$ cat src/hdl/smi_pkg.sv
// Shared constants and helpers for the sprite motion interpolator.
// Used by smi_serdiv and sprite_motion_interpolator_unit; no dependencies.
`timescale 1ns / 1ps
package smi_pkg;

  // Fixed point: fraction bits of the per-frame step
  localparam int FRAC_BITS = 16;

  // Field widths
  localparam int POS_W  = 16;                 // pixel position, signed
  localparam int TILE_W = 8;                  // tile size
  localparam int IDX_W  = 10;                 // tile column / row index
  localparam int CNT_W  = 8;                  // frame counter, frame limit, divisor

  // Derived datapath widths
  localparam int TPX_W    = IDX_W + TILE_W;   // target pixel, unsigned
  localparam int DIFF_W   = TPX_W + 2;        // target minus position, signed
  localparam int MAG_W    = DIFF_W - 1;       // magnitude of the difference
  localparam int QUO_W    = MAG_W + FRAC_BITS;
  localparam int SUM_W    = QUO_W + 2;        // signed quotient plus residue
  localparam int WHOLE_W  = SUM_W - FRAC_BITS;
  localparam int RES_W    = FRAC_BITS + 1;
  localparam int NEWPOS_W = WHOLE_W + 1;
  localparam int DCNT_W   = $clog2(QUO_W);
  localparam int MCNT_W   = $clog2(TILE_W);

  // Configuration port
  localparam int CFG_IDX_W  = 3;
  localparam int CFG_DATA_W = 16;

  localparam logic [CFG_IDX_W-1:0] REG_TILE_WIDTH      = CFG_IDX_W'(0);
  localparam logic [CFG_IDX_W-1:0] REG_TILE_HEIGHT     = CFG_IDX_W'(1);
  localparam logic [CFG_IDX_W-1:0] REG_FRAMES_PER_MOVE = CFG_IDX_W'(2);
  localparam logic [CFG_IDX_W-1:0] REG_START_X         = CFG_IDX_W'(3);
  localparam logic [CFG_IDX_W-1:0] REG_START_Y         = CFG_IDX_W'(4);

  // Reset values
  localparam logic [TILE_W-1:0] TILE_SIZE_RST  = TILE_W'(16);
  localparam logic [CNT_W-1:0]  FRAME_LIM_RST  = CNT_W'(8);

  localparam logic signed [NEWPOS_W-1:0] POS_MAX = NEWPOS_W'((1 << (POS_W - 1)) - 1);
  localparam logic signed [NEWPOS_W-1:0] POS_MIN = -POS_MAX - NEWPOS_W'(1);

  // Clamp a wide signed position into the pixel range
  function automatic logic signed [POS_W-1:0] sat_pos(input logic signed [NEWPOS_W-1:0] v);
    logic signed [POS_W-1:0] r;
    if (v > POS_MAX) begin
      r = POS_MAX[POS_W-1:0];
    end else if (v < POS_MIN) begin
      r = POS_MIN[POS_W-1:0];
    end else begin
      r = v[POS_W-1:0];
    end
    return r;
  endfunction

endpackage

$ cat src/hdl/smi_serdiv.sv
// Two-lane bit-serial restoring divider, one quotient bit per lane per cycle.
// Depends on smi_pkg. Dividend is the magnitude shifted up by FRAC_BITS.
`timescale 1ns / 1ps
module smi_serdiv import smi_pkg::*; (
  input  logic             clk,
  input  logic             rst_n,
  input  logic             start,
  input  logic [CNT_W-1:0] divisor,
  input  logic [MAG_W-1:0] dvd_x,
  input  logic [MAG_W-1:0] dvd_y,
  output logic             done,
  output logic [QUO_W-1:0] quot_x,
  output logic [QUO_W-1:0] quot_y
);

  logic              busy_r, busy_nxt;
  logic              done_r, done_nxt;
  logic [DCNT_W-1:0] cnt_r, cnt_nxt;
  logic [CNT_W-1:0]  dsr_r, dsr_nxt;
  logic [CNT_W-1:0]  rem_r [2];
  logic [CNT_W-1:0]  rem_nxt [2];
  logic [QUO_W-1:0]  sh_r [2];
  logic [QUO_W-1:0]  sh_nxt [2];
  logic [CNT_W:0]    trial [2];
  logic [CNT_W:0]    diff [2];
  logic              ge [2];

  // Control: count QUO_W steps, pulse done after the last
  always_comb begin
    busy_nxt = busy_r;
    done_nxt = 1'b0;
    cnt_nxt  = cnt_r;
    dsr_nxt  = dsr_r;
    if (start) begin
      busy_nxt = 1'b1;
      cnt_nxt  = DCNT_W'(QUO_W - 1);
      dsr_nxt  = divisor;
    end else if (busy_r) begin
      cnt_nxt = cnt_r - DCNT_W'(1);
      if (cnt_r == '0) begin
        busy_nxt = 1'b0;
        done_nxt = 1'b1;
      end
    end
  end

  // Datapath: shift one dividend bit into the remainder, trial subtract
  always_comb begin
    for (int i = 0; i < 2; i++) begin
      trial[i]   = {rem_r[i], sh_r[i][QUO_W-1]};
      diff[i]    = trial[i] - {1'b0, dsr_r};
      ge[i]      = (trial[i] >= {1'b0, dsr_r});
      rem_nxt[i] = rem_r[i];
      sh_nxt[i]  = sh_r[i];
      if (start) begin
        rem_nxt[i] = '0;
      end else if (busy_r) begin
        rem_nxt[i] = ge[i] ? diff[i][CNT_W-1:0] : trial[i][CNT_W-1:0];
        sh_nxt[i]  = {sh_r[i][QUO_W-2:0], ge[i]};
      end
    end
    if (start) begin
      sh_nxt[0] = {dvd_x, {FRAC_BITS{1'b0}}};
      sh_nxt[1] = {dvd_y, {FRAC_BITS{1'b0}}};
    end
  end

  always_ff @(posedge clk) begin
    if (!rst_n) begin
      busy_r <= 1'b0;
      done_r <= 1'b0;
      cnt_r  <= '0;
    end else begin
      busy_r <= busy_nxt;
      done_r <= done_nxt;
      cnt_r  <= cnt_nxt;
    end
  end

  always_ff @(posedge clk) begin
    dsr_r <= dsr_nxt;
    for (int i = 0; i < 2; i++) begin
      rem_r[i] <= rem_nxt[i];
      sh_r[i]  <= sh_nxt[i];
    end
  end

  assign done   = done_r;
  assign quot_x = sh_r[0];
  assign quot_y = sh_r[1];

  // Remainders stay below the divisor while iterating
  a_rem_bound: assert property (@(posedge clk) disable iff (!rst_n)
    busy_r |-> (rem_r[0] < dsr_r) && (rem_r[1] < dsr_r))
    else $error("divider remainder not below divisor");

  // A new start never lands on a running division
  a_no_restart: assert property (@(posedge clk) disable iff (!rst_n)
    busy_r |-> !start)
    else $error("divider restarted while busy");

  // Done follows the last step
  a_done_after_busy: assert property (@(posedge clk) disable iff (!rst_n)
    done_r |-> $past(busy_r) && !busy_r)
    else $error("divider done without a finished run");

endmodule

$ cat src/hdl/sprite_motion_interpolator_unit.sv
// Sprite motion interpolator top level: per-frame step toward a target tile.
// Depends on smi_pkg and smi_serdiv.
`timescale 1ns / 1ps
// Usage:
//   Input channel (in_valid / in_stall): one transfer per frame tick, carrying
//   the target tile column and row. in_stall is high while an item is in work.
//   Result channel (out_valid / out_stall): one transfer per input, carrying
//   the new pixel position and the moving flag. A result sits in the output
//   register until taken; the next input is accepted meanwhile.
//   Config port (cfg_we / cfg_index / cfg_wdata): writes tile width, tile
//   height, frames per move, start x and start y. Start writes move the
//   position at once. Write only while the block is idle.
// Sequence:
//   Target pixel products are shift-add over TILE_W steps (8). An arrived or
//   snapped frame then passes S_DECIDE and S_OUT to reach the output register.
//   A moving frame runs the shared two-lane serial divider for QUO_W steps
//   (35) until its done pulse, then the sum, split and update stages before
//   S_OUT. The divider sets the rate. If the output register is still full,
//   the last stage waits for out_stall.
// Reset (synchronous, rst_n low): registers return to their reset values,
//   position to zero, counter and residues cleared, no result pending.
module sprite_motion_interpolator_unit import smi_pkg::*; (
  input  logic                    clk,
  input  logic                    rst_n,
  // Input channel
  input  logic                    in_valid,
  output logic                    in_stall,
  input  logic [IDX_W-1:0]        in_target_col,
  input  logic [IDX_W-1:0]        in_target_row,
  // Result channel
  output logic                    out_valid,
  input  logic                    out_stall,
  output logic signed [POS_W-1:0] out_pixel_x,
  output logic signed [POS_W-1:0] out_pixel_y,
  output logic                    out_moving,
  // Configuration
  input  logic                    cfg_we,
  input  logic [CFG_IDX_W-1:0]    cfg_index,
  input  logic [CFG_DATA_W-1:0]   cfg_wdata
);

  typedef enum logic [7:0] {
    S_IDLE   = 8'b0000_0001,
    S_MUL    = 8'b0000_0010,
    S_DECIDE = 8'b0000_0100,
    S_DIV    = 8'b0000_1000,
    S_SUM    = 8'b0001_0000,
    S_SPLIT  = 8'b0010_0000,
    S_UPDATE = 8'b0100_0000,
    S_OUT    = 8'b1000_0000
  } state_t;

  state_t state_r, state_nxt;

  // Configuration and motion state
  logic [TILE_W-1:0]        tile_width_r, tile_width_nxt;
  logic [TILE_W-1:0]        tile_height_r, tile_height_nxt;
  logic [CNT_W-1:0]         frames_per_move_r, frames_per_move_nxt;
  logic signed [POS_W-1:0]  pos_x_r, pos_x_nxt;
  logic signed [POS_W-1:0]  pos_y_r, pos_y_nxt;
  logic [CNT_W-1:0]         frame_count_r, frame_count_nxt;
  logic signed [RES_W-1:0]  residue_x_r, residue_x_nxt;
  logic signed [RES_W-1:0]  residue_y_r, residue_y_nxt;

  // Work registers
  logic [IDX_W-1:0]         col_r, col_nxt;
  logic [IDX_W-1:0]         row_r, row_nxt;
  logic [TILE_W-1:0]        msh_x_r, msh_x_nxt;
  logic [TILE_W-1:0]        msh_y_r, msh_y_nxt;
  logic [MCNT_W-1:0]        mul_cnt_r, mul_cnt_nxt;
  logic [TPX_W-1:0]         tpx_x_r, tpx_x_nxt;
  logic [TPX_W-1:0]         tpx_y_r, tpx_y_nxt;
  logic                     neg_x_r, neg_x_nxt;
  logic                     neg_y_r, neg_y_nxt;
  logic signed [SUM_W-1:0]  sum_x_r, sum_x_nxt;
  logic signed [SUM_W-1:0]  sum_y_r, sum_y_nxt;
  logic signed [WHOLE_W-1:0] whole_x_r, whole_x_nxt;
  logic signed [WHOLE_W-1:0] whole_y_r, whole_y_nxt;
  logic                     moving_r, moving_nxt;

  // Output register
  logic                     out_valid_r, out_valid_nxt;
  logic signed [POS_W-1:0]  out_pixel_x_r, out_pixel_x_nxt;
  logic signed [POS_W-1:0]  out_pixel_y_r, out_pixel_y_nxt;
  logic                     out_moving_r, out_moving_nxt;

  // Combinational helpers
  logic signed [DIFF_W-1:0]   dx, dy;
  logic [DIFF_W-1:0]          mag_x_full, mag_y_full;
  logic                       div_start, div_done;
  logic [CNT_W-1:0]           remaining;
  logic [QUO_W-1:0]           quot_x, quot_y;
  logic signed [SUM_W-1:0]    qs_x, qs_y;
  logic signed [SUM_W-1:0]    rnd_x, rnd_y;
  logic signed [SUM_W-1:0]    adj_x, adj_y;
  logic signed [NEWPOS_W-1:0] np_x, np_y;

  logic in_xfer, out_xfer;

  assign in_stall  = (state_r != S_IDLE);
  assign in_xfer   = in_valid && !in_stall;
  assign out_xfer  = out_valid_r && !out_stall;

  // Distance to target and its magnitude
  assign dx = $signed({2'b00, tpx_x_r}) - {{(DIFF_W - POS_W){pos_x_r[POS_W-1]}}, pos_x_r};
  assign dy = $signed({2'b00, tpx_y_r}) - {{(DIFF_W - POS_W){pos_y_r[POS_W-1]}}, pos_y_r};
  assign mag_x_full = dx[DIFF_W-1] ? DIFF_W'(-dx) : DIFF_W'(dx);
  assign mag_y_full = dy[DIFF_W-1] ? DIFF_W'(-dy) : DIFF_W'(dy);
  assign remaining  = frames_per_move_r - frame_count_r;

  assign div_start = (state_r == S_DECIDE) && !((dx == '0) && (dy == '0))
                     && (frame_count_r < frames_per_move_r);

  smi_serdiv u_div (
    .clk     (clk),
    .rst_n   (rst_n),
    .start   (div_start),
    .divisor (remaining),
    .dvd_x   (mag_x_full[MAG_W-1:0]),
    .dvd_y   (mag_y_full[MAG_W-1:0]),
    .done    (div_done),
    .quot_x  (quot_x),
    .quot_y  (quot_y)
  );

  // Signed quotient; rounding bias so the shift truncates toward zero
  always_comb begin
    qs_x = $signed({{(SUM_W - QUO_W){1'b0}}, quot_x});
    qs_y = $signed({{(SUM_W - QUO_W){1'b0}}, quot_y});
    if (neg_x_r) qs_x = -qs_x;
    if (neg_y_r) qs_y = -qs_y;
    rnd_x = $signed({{(SUM_W - FRAC_BITS){1'b0}}, {FRAC_BITS{sum_x_r[SUM_W-1]}}});
    rnd_y = $signed({{(SUM_W - FRAC_BITS){1'b0}}, {FRAC_BITS{sum_y_r[SUM_W-1]}}});
    adj_x = sum_x_r + rnd_x;
    adj_y = sum_y_r + rnd_y;
    np_x  = {{(NEWPOS_W - POS_W){pos_x_r[POS_W-1]}}, pos_x_r}
            + {whole_x_r[WHOLE_W-1], whole_x_r};
    np_y  = {{(NEWPOS_W - POS_W){pos_y_r[POS_W-1]}}, pos_y_r}
            + {whole_y_r[WHOLE_W-1], whole_y_r};
  end

  // Sequencer and state update
  always_comb begin
    state_nxt           = state_r;
    tile_width_nxt      = tile_width_r;
    tile_height_nxt     = tile_height_r;
    frames_per_move_nxt = frames_per_move_r;
    pos_x_nxt           = pos_x_r;
    pos_y_nxt           = pos_y_r;
    frame_count_nxt     = frame_count_r;
    residue_x_nxt       = residue_x_r;
    residue_y_nxt       = residue_y_r;
    col_nxt             = col_r;
    row_nxt             = row_r;
    msh_x_nxt           = msh_x_r;
    msh_y_nxt           = msh_y_r;
    mul_cnt_nxt         = mul_cnt_r;
    tpx_x_nxt           = tpx_x_r;
    tpx_y_nxt           = tpx_y_r;
    neg_x_nxt           = neg_x_r;
    neg_y_nxt           = neg_y_r;
    sum_x_nxt           = sum_x_r;
    sum_y_nxt           = sum_y_r;
    whole_x_nxt         = whole_x_r;
    whole_y_nxt         = whole_y_r;
    moving_nxt          = moving_r;
    out_valid_nxt       = out_valid_r && !out_xfer;
    out_pixel_x_nxt     = out_pixel_x_r;
    out_pixel_y_nxt     = out_pixel_y_r;
    out_moving_nxt      = out_moving_r;

    case (state_r)
      S_IDLE: begin
        if (in_xfer) begin
          col_nxt     = in_target_col;
          row_nxt     = in_target_row;
          msh_x_nxt   = tile_width_r;
          msh_y_nxt   = tile_height_r;
          mul_cnt_nxt = MCNT_W'(TILE_W - 1);
          tpx_x_nxt   = '0;
          tpx_y_nxt   = '0;
          state_nxt   = S_MUL;
        end
      end
      // Shift-add, tile size MSB first
      S_MUL: begin
        tpx_x_nxt = {tpx_x_r[TPX_W-2:0], 1'b0}
                    + (msh_x_r[TILE_W-1] ? {{(TPX_W - IDX_W){1'b0}}, col_r} : '0);
        tpx_y_nxt = {tpx_y_r[TPX_W-2:0], 1'b0}
                    + (msh_y_r[TILE_W-1] ? {{(TPX_W - IDX_W){1'b0}}, row_r} : '0);
        msh_x_nxt   = {msh_x_r[TILE_W-2:0], 1'b0};
        msh_y_nxt   = {msh_y_r[TILE_W-2:0], 1'b0};
        mul_cnt_nxt = mul_cnt_r - MCNT_W'(1);
        if (mul_cnt_r == '0) state_nxt = S_DECIDE;
      end
      // Arrived, snap, or start the division
      S_DECIDE: begin
        moving_nxt = 1'b0;
        if ((dx == '0) && (dy == '0)) begin
          residue_x_nxt   = '0;
          residue_y_nxt   = '0;
          frame_count_nxt = '0;
          state_nxt       = S_OUT;
        end else if (frame_count_r >= frames_per_move_r) begin
          pos_x_nxt       = sat_pos({{(NEWPOS_W - TPX_W){1'b0}}, tpx_x_r});
          pos_y_nxt       = sat_pos({{(NEWPOS_W - TPX_W){1'b0}}, tpx_y_r});
          residue_x_nxt   = '0;
          residue_y_nxt   = '0;
          frame_count_nxt = '0;
          state_nxt       = S_OUT;
        end else begin
          neg_x_nxt = dx[DIFF_W-1];
          neg_y_nxt = dy[DIFF_W-1];
          state_nxt = S_DIV;
        end
      end
      S_DIV: begin
        if (div_done) state_nxt = S_SUM;
      end
      // Step plus carried residue
      S_SUM: begin
        sum_x_nxt = qs_x + {{(SUM_W - RES_W){residue_x_r[RES_W-1]}}, residue_x_r};
        sum_y_nxt = qs_y + {{(SUM_W - RES_W){residue_y_r[RES_W-1]}}, residue_y_r};
        state_nxt = S_SPLIT;
      end
      // Whole part, truncated toward zero
      S_SPLIT: begin
        whole_x_nxt = adj_x[SUM_W-1:FRAC_BITS];
        whole_y_nxt = adj_y[SUM_W-1:FRAC_BITS];
        state_nxt   = S_UPDATE;
      end
      // New position, leftover fraction, counter
      S_UPDATE: begin
        pos_x_nxt       = sat_pos(np_x);
        pos_y_nxt       = sat_pos(np_y);
        residue_x_nxt   = sum_x_r[RES_W-1:0] - {whole_x_r[0], {FRAC_BITS{1'b0}}};
        residue_y_nxt   = sum_y_r[RES_W-1:0] - {whole_y_r[0], {FRAC_BITS{1'b0}}};
        frame_count_nxt = frame_count_r + CNT_W'(1);
        moving_nxt      = 1'b1;
        state_nxt       = S_OUT;
      end
      // Load the output register once it is free or its result is taken
      S_OUT: begin
        if (!out_valid_r || !out_stall) begin
          out_valid_nxt   = 1'b1;
          out_pixel_x_nxt = pos_x_r;
          out_pixel_y_nxt = pos_y_r;
          out_moving_nxt  = moving_r;
          state_nxt       = S_IDLE;
        end
      end
      default: state_nxt = S_IDLE;
    endcase

    // Configuration writes
    if (cfg_we) begin
      case (cfg_index)
        REG_TILE_WIDTH:      tile_width_nxt      = cfg_wdata[TILE_W-1:0];
        REG_TILE_HEIGHT:     tile_height_nxt     = cfg_wdata[TILE_W-1:0];
        REG_FRAMES_PER_MOVE: frames_per_move_nxt = cfg_wdata[CNT_W-1:0];
        REG_START_X:         pos_x_nxt           = cfg_wdata[POS_W-1:0];
        REG_START_Y:         pos_y_nxt           = cfg_wdata[POS_W-1:0];
        default: ;
      endcase
    end
  end

  // Control and architectural state
  always_ff @(posedge clk) begin
    if (!rst_n) begin
      state_r           <= S_IDLE;
      tile_width_r      <= TILE_SIZE_RST;
      tile_height_r     <= TILE_SIZE_RST;
      frames_per_move_r <= FRAME_LIM_RST;
      pos_x_r           <= '0;
      pos_y_r           <= '0;
      frame_count_r     <= '0;
      residue_x_r       <= '0;
      residue_y_r       <= '0;
      out_valid_r       <= 1'b0;
    end else begin
      state_r           <= state_nxt;
      tile_width_r      <= tile_width_nxt;
      tile_height_r     <= tile_height_nxt;
      frames_per_move_r <= frames_per_move_nxt;
      pos_x_r           <= pos_x_nxt;
      pos_y_r           <= pos_y_nxt;
      frame_count_r     <= frame_count_nxt;
      residue_x_r       <= residue_x_nxt;
      residue_y_r       <= residue_y_nxt;
      out_valid_r       <= out_valid_nxt;
    end
  end

  // Datapath registers
  always_ff @(posedge clk) begin
    col_r         <= col_nxt;
    row_r         <= row_nxt;
    msh_x_r       <= msh_x_nxt;
    msh_y_r       <= msh_y_nxt;
    mul_cnt_r     <= mul_cnt_nxt;
    tpx_x_r       <= tpx_x_nxt;
    tpx_y_r       <= tpx_y_nxt;
    neg_x_r       <= neg_x_nxt;
    neg_y_r       <= neg_y_nxt;
    sum_x_r       <= sum_x_nxt;
    sum_y_r       <= sum_y_nxt;
    whole_x_r     <= whole_x_nxt;
    whole_y_r     <= whole_y_nxt;
    moving_r      <= moving_nxt;
    out_pixel_x_r <= out_pixel_x_nxt;
    out_pixel_y_r <= out_pixel_y_nxt;
    out_moving_r  <= out_moving_nxt;
  end

  assign out_valid   = out_valid_r;
  assign out_pixel_x = out_pixel_x_r;
  assign out_pixel_y = out_pixel_y_r;
  assign out_moving  = out_moving_r;

  a_state_onehot: assert property (@(posedge clk) disable iff (!rst_n)
    $onehot(state_r))
    else $error("sequencer state not one-hot");

  a_accept_starts_mul: assert property (@(posedge clk) disable iff (!rst_n)
    in_xfer |=> (state_r == S_MUL))
    else $error("accepted item did not start the multiply");

  a_count_below_limit: assert property (@(posedge clk) disable iff (!rst_n)
    (state_r == S_UPDATE) |-> (frame_count_r < frames_per_move_r))
    else $error("step taken with the counter at or past the limit");

  a_residue_bound: assert property (@(posedge clk) disable iff (!rst_n)
    (residue_x_r != {1'b1, {FRAC_BITS{1'b0}}}) && (residue_y_r != {1'b1, {FRAC_BITS{1'b0}}}))
    else $error("residue reached a whole unit");

  a_done_in_div: assert property (@(posedge clk) disable iff (!rst_n)
    div_done |-> (state_r == S_DIV))
    else $error("divider finished outside the divide phase");

endmodule
$ cat config.mk
export PLATFORM = sky130hd
export DESIGN_NAME = sprite_motion_interpolator_unit
export DESIGN_NICKNAME = d
export VERILOG_FILES = /design/src/hdl/smi_pkg.sv /design/src/hdl/smi_serdiv.sv /design/src/hdl/sprite_motion_interpolator_unit.sv
export SDC_FILE = /design/constraint.sdc
export NUM_CORES = 1
export LEC_CHECK = 0
export ABC_CLOCK_PERIOD_IN_PS = 12400
export BUFFER_PORTS_ARGS = -buffer_cell sky130_fd_sc_hd__clkbuf_2
export CORE_ASPECT_RATIO = 1.5
export CORE_MARGIN = 1
export CORE_UTILIZATION = 69
export DETAILED_ROUTE_END_ITERATION = 12
export GPL_TIMING_DRIVEN = 0
export PLACE_DENSITY = 0.91
export SYNTH_ARGS = -nofsm -noshare
export SYNTH_HDL_FRONTEND = slang
export SYNTH_SLANG_ARGS = --single-unit
export TNS_END_PERCENT = 10
$ cat constraint.sdc
create_clock -name clk -period 12.4 [get_ports clk]
set_input_delay 0.62 -clock clk [delete_from_list [all_inputs] [get_ports clk]]
set_output_delay 0.62 -clock clk [all_outputs]
set_load 0.005 [all_outputs]
; ---- After elaboration in Yosys (flattened, before gate mapping)
; Memory sizes are Yosys's and may differ from the RTL's.
; Index checks and enable logic that the tools add are counted.
[totals]
regBits = 350
latchBits = 0
ramBits = 86
rom_bits = 0
inputBits = 44
out_inout_bits = 35
word_cells = 182
mem_count = 2
[memory_table]
columns = name, words, width, read_ports, rd_clocked_by_memory_dff, write_ports, line
row1 = u_div.sh_r, 2, 35, 2, 0, 2, smi_serdiv.sv:22  ; logic [QUO_W-1:0] sh_r [2];
row2 = u_div.rem_r, 2, 8, 2, 0, 2, smi_serdiv.sv:20  ; logic [CNT_W-1:0] rem_r [2];
[op_classes]
add_sub_neg = 22
mul = 0
n_div = 0
magnitude_cmp = 10
eq_ne = 18
shifts = 0
mux = 63
bitwise = 4
reduce_logical = 31
[op_table]
columns = op, n
row1 = $mux 16, 14
row2 = $mux 8, 16
row3 = $add 37x17->37, 2
row4 = $add 37x37->37, 2
row5 = $mux 37, 2
row6 = $neg 35->37, 2
row7 = $pmux 18 s2, 2
row8 = $mux 35, 2
row9 = $mux 70, 1
row10 = $pmux 17 s2, 2
row11 = $pmux 16 s2, 2
row12 = $pmux 8 s8, 1
row13 = $pmux 8 s2, 3
row14 = $add 16x21->22, 2
row15 = $gt 22x16->1 const B, 2
row16 = $lt 22x16->1 const B, 2
row17 = $logic_not 20->1, 2
row18 = $sub 19x16->20, 2
row19 = $mux 19, 2
row20 = $neg 19->19, 2
row21 = $add 18x10->18, 2
row22 = $gt 18x15->1 const B, 2
row23 = $mux 17, 2
row24 = $sub 17x17->17, 2
row25 = other kinds (41), 75

; ---- Logic depth before layout (Yosys ltp)
[logic_depth]
depth_word = 7
depth_mapped = 21
depth_no_buf = 21

; ---- By module
; From an unflattened synthesis, not the netlist that was laid out.
[unflattened]
cells_unflattened = 3234
area_unflattened_um2 = 29975.0
[modules_own_cells]
columns = mod, instances, cells_per_inst, area_each_um2, seq_area_each_um2
row1 = sprite_motion_interpolator_unit, 1, 2785, 25125.3, 8958.6
row2 = smi_serdiv, 1, 449, 4849.7, 2502.4

; ---- Worst setup path after synthesis
; Ideal clock, no wire load.
[synth_path]
kind = register to register
start = register state_r[3]
end = register sum_x_r[0] (enable)
setup_ps = 616
arrival_ps = 6071
required_ps = 11784
setup_slack_ps = 5713
stages_incl_launch_ff = 4
path_buffers = 0
synth_period_minus_slack_ps = 6687
path_cell_list = dfxtp_1 > nor2_1 > nand3_1 > nor3b_1
[synth_between]
elab_chain_len = 1
[synth_lines]
columns = element, line
row1 = "start, declared", sprite_motion_interpolator_unit.sv:53  ; state_t state_r, state_nxt;
row2 = "start signal, assigned", sprite_motion_interpolator_unit.sv:282  ; state_r <= state_nxt;
row3 = $eq 8x5->1, sprite_motion_interpolator_unit.sv:172  ; case (state_r)
row4 = "end signal, assigned", sprite_motion_interpolator_unit.sv:306  ; sum_x_r <= sum_x_nxt;
row5 = "end, declared", sprite_motion_interpolator_unit.sv:75  ; logic signed [SUM_W-1:0] sum_x_r, sum_x_nxt;
; Every way passes these cells.
; A chain may end at the register's enable or synchronous reset.

==> impl_results.html <==
<table>
<tr><th>Metric</th><th>Value</th></tr>
<tr><th colspan="2">Critical path</th></tr>
<tr><td>Crit start category</td><td>flop</td></tr>
<tr><td>Critical path peak fanout</td><td>7</td></tr>
<tr><td>Arrival time at the worst endpoint</td><td>6.11 ns</td></tr>
<tr><td>Critical path launch point</td><td>u_div.sh_r[0][37]</td></tr>
<tr><td>FF-to-FF End</td><td>sum_y_r[35]</td></tr>
<tr><td>Endpoint kind of the worst setup timing path</td><td>flop</td></tr>
<tr><td>Flop-to-flop setup slack</td><td>6.62 ns</td></tr>
<tr><td>Reg2reg path depth</td><td>20</td></tr>
<tr><td>Worst reg2reg startpoint</td><td>u_div.sh_r[0][37]</td></tr>
<tr><td>Crit Path Class</td><td>reg2reg</td></tr>
<tr><td>Critical Path RT</td><td>12.73 ns</td></tr>
<tr><th colspan="2">Worst hold path</th></tr>
<tr><td>Endpoint of the worst hold-timing path</td><td>col_r[8]</td></tr>
<tr><td>Worst min-delay path category</td><td>in2reg</td></tr>
<tr><td>Hold path cells</td><td>1</td></tr>
<tr><td>Source of the worst hold timing path</td><td>in_target_col[8]</td></tr>
<tr><th colspan="2">Timing</th></tr>
<tr><td>Worst Clk Skew</td><td>0.02733 ns</td></tr>
<tr><td>Worst Hold Slack</td><td>0.2229 ns</td></tr>
<tr><td>Sum Neg Setup Slack</td><td>0 ns</td></tr>
<tr><td>Slew at the pin closest to its max-slew limit</td><td>between 1 and 1.5 ns</td></tr>
<tr><td>Final Hold Vio Count</td><td>0</td></tr>
<tr><td>Worst slew margin relative to its limit</td><td>21.41%</td></tr>
<tr><td>Unrepaired setup endpoints after global routing</td><td>false</td></tr>
<tr><td>Final setup violation count</td><td>0</td></tr>
<tr><td>Tcrit/Tclk final</td><td>46.62%</td></tr>
<tr><td>Max Freq</td><td>0.1730 GHz</td></tr>
<tr><td>Final Critical Period</td><td>~5.8 ns</td></tr>
<tr><td>Number of pins with negative max-slew slack in the final report</td><td>0</td></tr>
<tr><th colspan="2">Detailed routing</th></tr>
<tr><td>Vias per std cell</td><td>6.596</td></tr>
<tr><td>Total via count in the routed design</td><td>24582</td></tr>
<tr><td>First-pass iteration count of the detailed router</td><td>6</td></tr>
<tr><td>Total wirelength of the detailed-routed design</td><td>77.90 mm</td></tr>
<tr><td>Average wire per cell in the routed design</td><td>approximately 21 µm</td></tr>
<tr><td>Count of unresolved DRC violations after routing</td><td>0</td></tr>
<tr><td>Post-DRT Antenna Nets</td><td>0</td></tr>
<tr><td>Iter 0 DRT Violations</td><td>~2200</td></tr>
<tr><th colspan="2">Synthesis</th></tr>
<tr><td>Yosys reg bits</td><td>436</td></tr>
<tr><td>Combinational family with the most area after synthesis</td><td>compound AO/OA/AOI/OAI gates</td></tr>
<tr><td>Netlist cell types</td><td>85</td></tr>
<tr><td>Mean post-synth cell area</td><td>9.349 µm²</td></tr>
<tr><td>Proportion of synthesized area in mux cells</td><td>1.443%</td></tr>
<tr><td>Netlist Area Pre-Place</td><td>28520 µm²</td></tr>
<tr><td>Synth Area in XOR/XNOR</td><td>8.997%</td></tr>
<tr><td>Synthesized instance count</td><td>between 3000 and 4000</td></tr>
<tr><td>Post-Synth Simple-Gate Area</td><td>15.91%</td></tr>
<tr><td>Post-synthesis adder-cell area fraction</td><td>10.99%</td></tr>
<tr><td>Total nets after synthesis</td><td>3339</td></tr>
<tr><td>Synthesis Warnings</td><td>0</td></tr>
<tr><td>Sequential fraction of the synthesis area</td><td>approximately two fifths</td></tr>
<tr><td>Post-synthesis compound-gate area fraction</td><td>19.20%</td></tr>
<tr><td>Share of flip-flops with an asynchronous set or reset after synthesis</td><td>0%</td></tr>
<tr><td>Number of enable flip-flop cells after synthesis</td><td>roughly 270</td></tr>
<tr><td>Most instantiated flip-flop cell in the synthesis netlist</td><td>sky130_fd_sc_hd__edfxtp_1</td></tr>
<tr><th colspan="2">Floorplanning</th></tr>
<tr><td>Overall die area</td><td>42170 µm²</td></tr>
<tr><td>Cell Rows</td><td>90</td></tr>
<tr><td>Vert. Die Dim</td><td>251.0 µm</td></tr>
<tr><td>Placeable core region</td><td>40540 µm²</td></tr>
<tr><td>Initial cell density of the core</td><td>70.36%</td></tr>
<tr><td>Num ports</td><td>79</td></tr>
<tr><td>Die width</td><td>168.0 µm</td></tr>
<tr><th colspan="2">Power and ir drop</th></tr>
<tr><td>Switching component of the power</td><td>1.619 mW</td></tr>
<tr><td>Pleak</td><td>12.44 nW</td></tr>
<tr><td>Internal portion of total power</td><td>about 3.0 mW</td></tr>
<tr><td>Share of total power in combinational logic</td><td>between 30% and 40%</td></tr>
<tr><td>Total power divided by cell area</td><td>149.2 nW/µm²</td></tr>
<tr><td>Total power after layout</td><td>4.665 mW</td></tr>
<tr><td>Portion of total power attributed to the clock network</td><td>30.3%</td></tr>
<tr><td>Sequential fraction of design power</td><td>38.1%</td></tr>
<tr><td>Switching power share of the total</td><td>about a third</td></tr>
<tr><td>VDD IR max</td><td>~0.00019 V</td></tr>
<tr><th colspan="2">Global route</th></tr>
<tr><td>Total congestion overflow</td><td>0</td></tr>
<tr><td>Number of antenna violations at the first check in global routing</td><td>0</td></tr>
<tr><td>Wire length of the first global-routing pass</td><td>122.7 mm</td></tr>
<tr><td>Pin count of the biggest net entering global routing</td><td>39</td></tr>
<tr><td>Global Route Usage Sum</td><td>36.63%</td></tr>
<tr><td>Via count of the first global-routing pass</td><td>about 24000</td></tr>
<tr><th colspan="2">Layout</th></tr>
<tr><td>Post-layout net count</td><td>about 3500</td></tr>
<tr><td>Share of cells above drive strength 1</td><td>6.644%</td></tr>
<tr><td>Layout Cells excl Fill</td><td>3727</td></tr>
<tr><td>Area growth, synth to finish</td><td>9.611%</td></tr>
<tr><td>Number of diodes</td><td>0</td></tr>
<tr><td>Final instance area</td><td>31270 µm²</td></tr>
<tr><th colspan="2">Clock tree</th></tr>
<tr><td>Clock insertion delay at the later pin of the skew report</td><td>0.59 ns</td></tr>
<tr><td>Clock tree from TritonCTS</td><td>done</td></tr>
<tr><td>Total of hold buffers inserted after clock tree synthesis</td><td>0</td></tr>
<tr><td># Post-CTS Setup Buffers</td><td>0</td></tr>
<tr><td>TritonCTS Buffers</td><td>43</td></tr>
<tr><td>Root Buffer</td><td>sky130_fd_sc_hd__clkbuf_16</td></tr>
<tr><td>Number of clock sinks</td><td>roughly 440</td></tr>
<tr><td>Maximum clock insertion buffer count</td><td>3</td></tr>
<tr><td>Clock-pin transition on the worst setup and hold timing paths</td><td>0.07 ns</td></tr>
<tr><td>H-tree depth</td><td>2</td></tr>
<tr><td>Post-cts repair resize count</td><td>0</td></tr>
<tr><th colspan="2">Placed design</th></tr>
<tr><td>HPWL after detailed placement</td><td>58.90 mm</td></tr>
<tr><td>Placed cell area</td><td>29760 µm²</td></tr>
<tr><td>Weighted congestion reported at the end of routability-driven placement</td><td>1.027</td></tr>
<tr><td>Number of port buffers</td><td>~80</td></tr>
<tr><td>Number of cells in the design after placement</td><td>3648</td></tr>
<tr><th colspan="2">Status</th></tr>
<tr><td>Outcome</td><td>finished clean</td></tr>
<tr><th colspan="2">Run</th></tr>
<tr><td>Max capacitance violation total</td><td>0</td></tr>
</table>
[final cells by class]
| class | instances | area [µm²] |
|---|---|---|
| plain buffers | 87 | 350.3 |
| well taps | 506 | 633.1 |
| repair buffers | 91 | 569.3 |
| inverters | 156 | 585.6 |
| clock inverters | 26 | 325.3 |
| clock buffers | 53 | 1176 |
| flip-flops and latches | 436 | 11460 |
| fillers | 2701 | 9274 |
| multi-input cells | 2372 | 16160 |
[routing by layer]
| layer | vias to the layer above | wire (µm) | GRT usage, % |
|---|---|---|---|
| met5 | - | 0 | 0 |
| met4 | 0 | 4616 | 21.44 |
| met3 | 277 | 5201 | 4.723 |
| met2 | 1086 | 38840 | 65.64 |
| li1 | 11460 | - | - |
| met1 | 11759 | 29230 | 41.63 |
[registers in the layout (all words and copies together) (netlist names), 10 cells and up]
name / count
out_pixel_y: 16
pos_x_r: 16
u_div.rem_r: 16
whole_x_r: 21
tpx_x_r: 18
whole_y_r: 21
residue_y_r: 17
tpx_y_r: 18
sum_y_r: 37
row_r: 10
pos_y_r: 16
residue_x_r: 17
u_div.sh_r: 70
out_pixel_x: 16
col_r: 10
sum_x_r: 37
[through the flow]
| step | setup slack [ns] | util, % |
|---|---|---|
| 6_report | 6.619 | 77.12 |
| 5_1_grt | 6.364 | 77.12 |
| 4_1_cts | 6.864 | 77.12 |
| 3_5_place_dp | 6.889 | 73.42 |
| 3_3_place_gp | 2.587 | 72.89 |
| 2_1_floorplan | 5.713 | - |
[synthesized netlist by cell type, drive strengths merged, types with 38 or more instances]
library cell / number / area, µm²
mux2i: 40 / 400.4
o21ai: 227 / 1147
xor2: 77 / 674.4
edfxtp: 273 / 8198
nor2: 245 / 919.6
inv: 154 / 578.1
a21o: 76 / 570.6
nand2b: 38 / 240.2
nand3: 95 / 475.5
a21oi: 227 / 1140
nor3: 56 / 280.3
dfxtp: 163 / 3263
xnor2: 216 / 1892
ha: 233 / 2915
nand2: 281 / 1055
clkbuf: 78 / 292.8
[worst max-delay path, stage by stage (launching register included)]
cell                       delay, ns
sky130_fd_sc_hd__dfxtp_1        0.30
sky130_fd_sc_hd__clkbuf_1       0.17
sky130_fd_sc_hd__nor4_1         0.48
sky130_fd_sc_hd__nand2_1        0.18
sky130_fd_sc_hd__or3_1          0.39
sky130_fd_sc_hd__or4_1          0.40
sky130_fd_sc_hd__clkbuf_1       0.18
sky130_fd_sc_hd__nand2_1        0.11
sky130_fd_sc_hd__xnor2_1        0.08
sky130_fd_sc_hd__ha_1           0.38
sky130_fd_sc_hd__nand4_1        0.15
sky130_fd_sc_hd__nor2_1         0.20
sky130_fd_sc_hd__nand4_1        0.17
sky130_fd_sc_hd__nor4_1         0.66
sky130_fd_sc_hd__o31ai_1        0.24
sky130_fd_sc_hd__or3_1          0.38
sky130_fd_sc_hd__a311o_1        0.32
sky130_fd_sc_hd__o21a_1         0.24
sky130_fd_sc_hd__o21ai_0        0.24
sky130_fd_sc_hd__a21oi_1        0.12
sky130_fd_sc_hd__xnor2_1        0.14
[how the worst max path moves through the flow]
stage	slack, ns	endpoint
after global routing	6.36	sum_y_r[35]
after global placement	2.59	state_r[0]
after CTS	6.86	sum_x_r[36]
after floorplan	5.71	sum_x_r[0]
after detailed placement	6.89	sum_x_r[36]
final	6.62	sum_y_r[35]
[cells by family (layout without fill, tap and decap cells)]
| kind of cell | count (synthesis) | after routing |
|---|---|---|
| AO/OA/AOI/OAI | 846 | 846 |
| XOR/XNOR | 293 | 293 |
| adder cells (fa/ha/maj) | 244 | 244 |
| buffers and inverters | 243 | 413 |
| flip-flops | 436 | 436 |
| multiplexers | 41 | 41 |
| AND/OR/NAND/NOR | 948 | 948 |
[power groups by stage]
stage	Combinational [mW]	Sequential [mW]	Clock, mW
6_report	1.47	1.78	1.42
5_1_grt	1.61	1.78	1.46
4_1_cts	1.44	1.77	1.42
3_5_place_dp	1.41	1.80	0
3_3_place_gp	1.35	1.81	0
2_1_floorplan	1.09	1.76	0
[layout by cell type (no fill, tap or decap), drive strengths merged, types with 29 or more instances in the layout]
| cell | Yosys | final |
|---|---|---|
| a22o | 37 | 37 |
| a21o | 76 | 76 |
| edfxtp | 273 | 273 |
| clkbuf | 78 | 209 |
| and2 | 35 | 35 |
| dfxtp | 163 | 163 |
| nor3 | 56 | 56 |
| nand3 | 95 | 95 |
| a21oi | 227 | 227 |
| nand2b | 38 | 38 |
| nor2 | 245 | 245 |
| nand4 | 33 | 33 |
| mux2i | 40 | 40 |
| nand2 | 281 | 281 |
| inv | 154 | 158 |
| ha | 233 | 233 |
| o21ai | 227 | 227 |
| xor2 | 77 | 77 |
| or3 | 32 | 32 |
| xnor2 | 216 | 216 |
| a211oi | 29 | 29 |
Note: power is estimated with default switching activity, not from simulation.
